$ cat src/design/ppeu_pkg.sv
// Shared types, constants and arithmetic helpers for the particle pool update block.
package ppeu_pkg;

    localparam int unsigned PoolDepthDef = 32;
    localparam int unsigned NumPools     = 2;
    localparam int unsigned CfgIdxW      = 3;
    localparam int unsigned CfgDataW     = 32;

    localparam logic [30:0] LifePool0Rst = 31'd13107;
    localparam logic [30:0] LifePool1Rst = 31'd65536;
    localparam logic [31:0] PullY1Rst    = 32'hFFD8_0000;

    typedef enum logic [1:0] {
        REQ_SPAWN   = 2'd0,
        REQ_TICK    = 2'd1,
        REQ_READOUT = 2'd2,
        REQ_NONE    = 2'd3
    } t_req;

    typedef enum logic [2:0] {
        CFG_LIFE0 = 3'd0,
        CFG_LIFE1 = 3'd1,
        CFG_PX0   = 3'd2,
        CFG_PY0   = 3'd3,
        CFG_PZ0   = 3'd4,
        CFG_PX1   = 3'd5,
        CFG_PY1   = 3'd6,
        CFG_PZ1   = 3'd7
    } t_cfg_idx;

    typedef enum logic [3:0] {
        ST_IDLE,
        ST_SPAWN,
        ST_T_RD,
        ST_T_WAIT,
        ST_T_VEL,
        ST_T_POS,
        ST_T_WR,
        ST_C_RD,
        ST_C_WAIT,
        ST_C_CHK,
        ST_C_CPY,
        ST_R_RD,
        ST_R_WAIT,
        ST_R_OUT,
        ST_RESP
    } t_state;

    // One stored particle: the whole row of the particle memory.
    typedef struct packed {
        logic [31:0] life;
        logic [31:0] pos_x;
        logic [31:0] pos_y;
        logic [31:0] pos_z;
        logic [31:0] prev_x;
        logic [31:0] prev_y;
        logic [31:0] prev_z;
        logic [31:0] vel_x;
        logic [31:0] vel_y;
        logic [31:0] vel_z;
    } t_part;

    // Saturate a 34-bit signed sum to 32 bits.
    function automatic logic [31:0] sat34(input logic signed [33:0] v);
        logic [31:0] r;
        if (v > 34'sh0_7FFF_FFFF) begin
            r = 32'h7FFF_FFFF;
        end else if (v < -34'sh0_8000_0000) begin
            r = 32'h8000_0000;
        end else begin
            r = v[31:0];
        end
        return r;
    endfunction

    // Q16.16 times Q0.16, floored back to Q16.16 (33 bits are enough).
    function automatic logic signed [32:0] mul_dt(input logic [31:0] a,
                                                  input logic [15:0] dt);
        logic signed [48:0] p;
        p = $signed(a) * $signed({1'b0, dt});
        return p[48:16];
    endfunction

endpackage

$ cat src/design/ppeu_cfg_regs.sv
// Configuration register file: lifetimes and per-pool acceleration.
module ppeu_cfg_regs (
    input  logic                          i_clk,
    input  logic                          i_rst_n,
    input  logic                          i_cfg_we,
    input  logic [ppeu_pkg::CfgIdxW-1:0]  i_cfg_idx,
    input  logic [ppeu_pkg::CfgDataW-1:0] i_cfg_data,
    input  logic                          i_pool,
    output logic [31:0]                   o_life,
    output logic [31:0]                   o_pull_x,
    output logic [31:0]                   o_pull_y,
    output logic [31:0]                   o_pull_z
);
    import ppeu_pkg::*;

    logic [30:0] r_life0, r_life1;
    logic [31:0] r_px0, r_py0, r_pz0, r_px1, r_py1, r_pz1;

    always_ff @(posedge i_clk) begin
        if (!i_rst_n) begin
            r_life0 <= LifePool0Rst;
            r_life1 <= LifePool1Rst;
            r_px0   <= '0;
            r_py0   <= '0;
            r_pz0   <= '0;
            r_px1   <= '0;
            r_py1   <= PullY1Rst;
            r_pz1   <= '0;
        end else if (i_cfg_we) begin
            case (t_cfg_idx'(i_cfg_idx))
                CFG_LIFE0: r_life0 <= i_cfg_data[30:0];
                CFG_LIFE1: r_life1 <= i_cfg_data[30:0];
                CFG_PX0:   r_px0   <= i_cfg_data;
                CFG_PY0:   r_py0   <= i_cfg_data;
                CFG_PZ0:   r_pz0   <= i_cfg_data;
                CFG_PX1:   r_px1   <= i_cfg_data;
                CFG_PY1:   r_py1   <= i_cfg_data;
                CFG_PZ1:   r_pz1   <= i_cfg_data;
                default:   ;
            endcase
        end
    end

    assign o_life   = {1'b0, (i_pool ? r_life1 : r_life0)};
    assign o_pull_x = i_pool ? r_px1 : r_px0;
    assign o_pull_y = i_pool ? r_py1 : r_py0;
    assign o_pull_z = i_pool ? r_pz1 : r_pz0;

endmodule

$ cat config.mk
export PLATFORM = sky130hd
export DESIGN_NAME = ppeu_cfg_regs
export DESIGN_NICKNAME = d
export VERILOG_FILES = /design/src/design/ppeu_pkg.sv /design/src/design/ppeu_cfg_regs.sv
export SDC_FILE = /design/constraint.sdc
export NUM_CORES = 1
export LEC_CHECK = 0
export ABC_AREA = 0
export BUFFER_PORTS_ARGS = -buffer_cell sky130_fd_sc_hd__buf_2
export CORE_MARGIN = 2
export CORE_UTILIZATION = 30
export DETAILED_ROUTE_END_ITERATION = 8
export SLEW_MARGIN = 0
export SYNTH_ARGS = -nofsm -noshare
export SYNTH_HDL_FRONTEND = slang
export SYNTH_SLANG_ARGS = --single-unit
export TNS_END_PERCENT = 20
$ cat constraint.sdc
create_clock -name i_clk -period 2.1 [get_ports i_clk]
set_clock_uncertainty 0.1 [all_clocks]
set_input_delay 0.63 -clock i_clk [delete_from_list [all_inputs] [get_ports i_clk]]
set_output_delay 0.63 -clock i_clk [all_outputs]
set_load 0.01 [all_outputs]
==> impl_metrics.py <==
metrics = {
    "outcome": {
        "status": "finished, violations left",
        "violations": "negative setup slack",
    },
    "power": {
        "p_leak_nw": 6.92,
        "p_per_area_nw_per_um2": 803,
        "p_comb_share_pct": 8.5,
        "pwr-share-clk_pct": 47.7,
        "p_int_mw": 8.80,
        "power_switching_share_pct": 22.7,
        "ir_worst_vdd_uv": 573,
        "finalPower_mw": 11.4,
        "seq_power_share_pct": 43.7,
        "switchingPower_mw": 2.59,
    },
    "worst_setup_path": {
        "crit_path_max_fanout": 10,
        "crit_end": "o_pull_y[0]",
        "arrival_ns": 1.55,
        "rr_worst_depth": 2,
        "crit_chain": "buf_8, buf_12, buf_4, mux2_2, buf_2",
        "reg2reg_to": "r_py1[4]",
        "worstSetupEndpointType": "primary output",
        "reg2reg_from": "r_py1[4]",
        "path_class": "in -> out",
        "cp_top_family": "buffers and inverters",
        "ff2ff_setup_slack_ns": 1.38,
        "cp.depth": 5,
        "slowest_stage": "mux2_2",
        "cp-startpoint": "i_pool",
        "cp-start-kind": "input port",
        "critPathRequiredTime_ns": 1.37,
        "cp_slowest_stage_delay_ns": 0.36,
        "crit_buf_inv": 4,
    },
    "clock_network": {
        "clock_sinks": 254,
        "cts_tree": "yes",
        "insertion_delay_ns": 0.54,
        "htreeDepth": 1,
        "cts-root-buf": "clkbuf_16",
        "cts_buffer_depth": 3,
        "cts_buffers": 29,
        "clk_pin_slew_ns": 0.06,
    },
    "route": {
        "wire_per_inst_um": 16.7,
        "drtAntennaViolNets": 0,
        "via_per_inst": 4.61,
        "drtIter0Drc": 232,
        "drc_errors": 0,
        "drt_pre_antenna_iters": 4,
        "drt-total-wl_um": 28300,
        "vias": 7794,
    },
    "sta": {
        "setup_viol": 126,
        "slew_violations": 0,
        "max_freq_mhz": 438,
        "finalCritPeriodShare_pct": 109,
        "rsz0062_at_grt": "true",
        "setup_tns_ns": -18.26,
        "final.setup.worst_slack_ns": -0.182,
        "finalCriticalPeriod_ns": 2.28,
        "hold_viol_final": 0,
    },
    "global_routing": {
        "grt_pass1_wl_um": 44200,
        "antenna_found_initial": 1,
        "grt_max_degree": 43,
        "overflow": 0,
        "grt_pass1_vias": 7818,
        "grt.total_usage_pct": 14.6,
    },
    "logic_synthesis": {
        "synthFlopType": "dfxtp_1",
        "synth_top_family_by_area": "multiplexers",
        "synth_edf_count": 0,
        "synth_common_cells": "nand2_1, dfxtp_1, mux2i_1, mux2_2, buf_2",
        "synth_xor_area_share_pct": 0,
        "async_reset_ff_share_pct": 0,
        "syn_area_per_cell_um2": 10.6,
        "synthAdderAreaFrac_pct": 0,
        "muxShareOfSynthArea_pct": 36.3,
        "synth-compound-area-share_pct": 0,
        "synthDistinctLibCells": 17,
        "synth_area_leader_cell": "dfxtp_1",
        "yosys_warnings": 0,
        "netlist_instances": 1033,
        "synth.area.top_cells": "dfxtp_1, mux2i_1, mux2_2",
        "synth_top_cell_area_share_pct": 46.5,
        "yosysSeqAreaShare_pct": 46.5,
        "synth-simple-area-share_pct": 12.8,
        "syn_nets": 1072,
        "synth_most_common_cell": "nand2_1",
        "syn_area_um2": 10900,
        "ys_ff_latch": 254,
    },
    "floorplan": {
        "fp-row-count": 69,
        "die_w_um": 195,
        "start_util_pct": 30.6,
        "fp.dieArea_um2": 38000,
        "die_y_um": 195,
        "core_area_um2": 35700,
        "ioPinCount": 167,
    },
    "place": {
        "hpwl_um": 18700,
        "place_congestion": 0.718,
        "portBuffers": 165,
        "dpl_worst_slack_ns": -0.203,
    },
    "final_layout": {
        "fillers": 3501,
        "regArea_um2": 5080,
        "fin_util_pct": 39.7,
        "drive_above_1_share_pct": 33.4,
        "multi_input_area_um2": 5630,
        "nets": 1246,
        "area_delta_synth_final_pct": 29.6,
        "diodes": 0,
    },
    "run": {
        "cap_violations": 0,
    },
    "min_path": {
        "hold_path_class": "in -> reg",
    },
}
area by class of cell:
class                   instances  area share (%)
multi-input cells             698            39.7
flip-flops and latches        254            35.9
repair buffers                224            13.0
clock buffers                  38            5.92
well taps                     461            4.07
clock inverters                14            1.43
power by group through the flow:
| stage | Sequential [mW] | Combinational, mW | Clock (mW) |
|---|---|---|---|
| floorplan | 5.07 | 0.584 | 0 |
| global placement | 5.08 | 0.921 | 0 |
| detailed placement | 5.08 | 0.931 | 0 |
| CTS | 4.98 | 0.953 | 5.59 |
| global route | 4.99 | 1.05 | 5.79 |
| finish | 4.98 | 0.973 | 5.43 |
worst min path at each step:
stage / start / to / slack [ns] / cells past startpoint
final: i_cfg_data[12] / r_life0[12] / 0.26 / 3
after global routing: i_cfg_data[12] / r_life0[12] / 0.25 / 3
after CTS: i_cfg_data[22] / r_py1[22] / 0.23 / 3
after floorplan: r_life1[0] / r_life1[0] / 0.33 / 2
after detailed placement: r_life1[18] / r_life1[18] / 0.34 / 2
after global placement: r_life0[10] / r_life0[10] / 0.34 / 2
worst register-to-register path, stage by stage, from the launching register on:
cell and delay, ns:
dfxtp_1 0.35, nand2_1 0.06, mux2i_1 0.14
sequential cells by signal, indices dropped and copies added, names as in the netlist:
signal	flops
r_life1	31
r_py0	32
r_pz1	32
r_px1	32
r_py1	32
r_pz0	32
r_life0	31
r_px0	32
what timing repair did:
action	in CTS	in global routing
buffers inserted	0	0
cloned	0	1
setup endpoints to repair	127	127
gates resized for setup	31	36
hold buffers	0	0
stage by stage:
step,instance area [um2],instances,hold WS [ns]
after CTS,14000,1688,0.232
after global routing,14200,1689,0.248
after global placement,12800,1636,0.339
final,14200,1689,0.257
after detailed placement,12800,1636,0.344
after floorplan,11100,1033,0.331
cell usage in the layout (no fill, tap or decap), drive strengths merged:
cell type  count
mux2         127
nand2        265
and4bb         1
mux2i        254
inv            1
and4b          1
buf          222
conb           1
nor2b         42
nand4b         3
clkinv         8
clkbuf        40
nand4          1
bufinv         5
nand4bb        2
dfxtp        254
nor4b          1
per-layer routing:
metal	GRT usage, %	wire length (um)
met5	0	16
met4	3.17	388
met3	2.72	1320
met2	24.3	13100
met1	19.6	13400
cells by family (layout without fill, tap and decap cells):
kind of cell,after synthesis,after routing
and+or+nand+nor,316,316
DFF,254,254
buffers and inverters,81,276
other,1,1
muxes,381,381
Power figures use the tool's default switching activity.
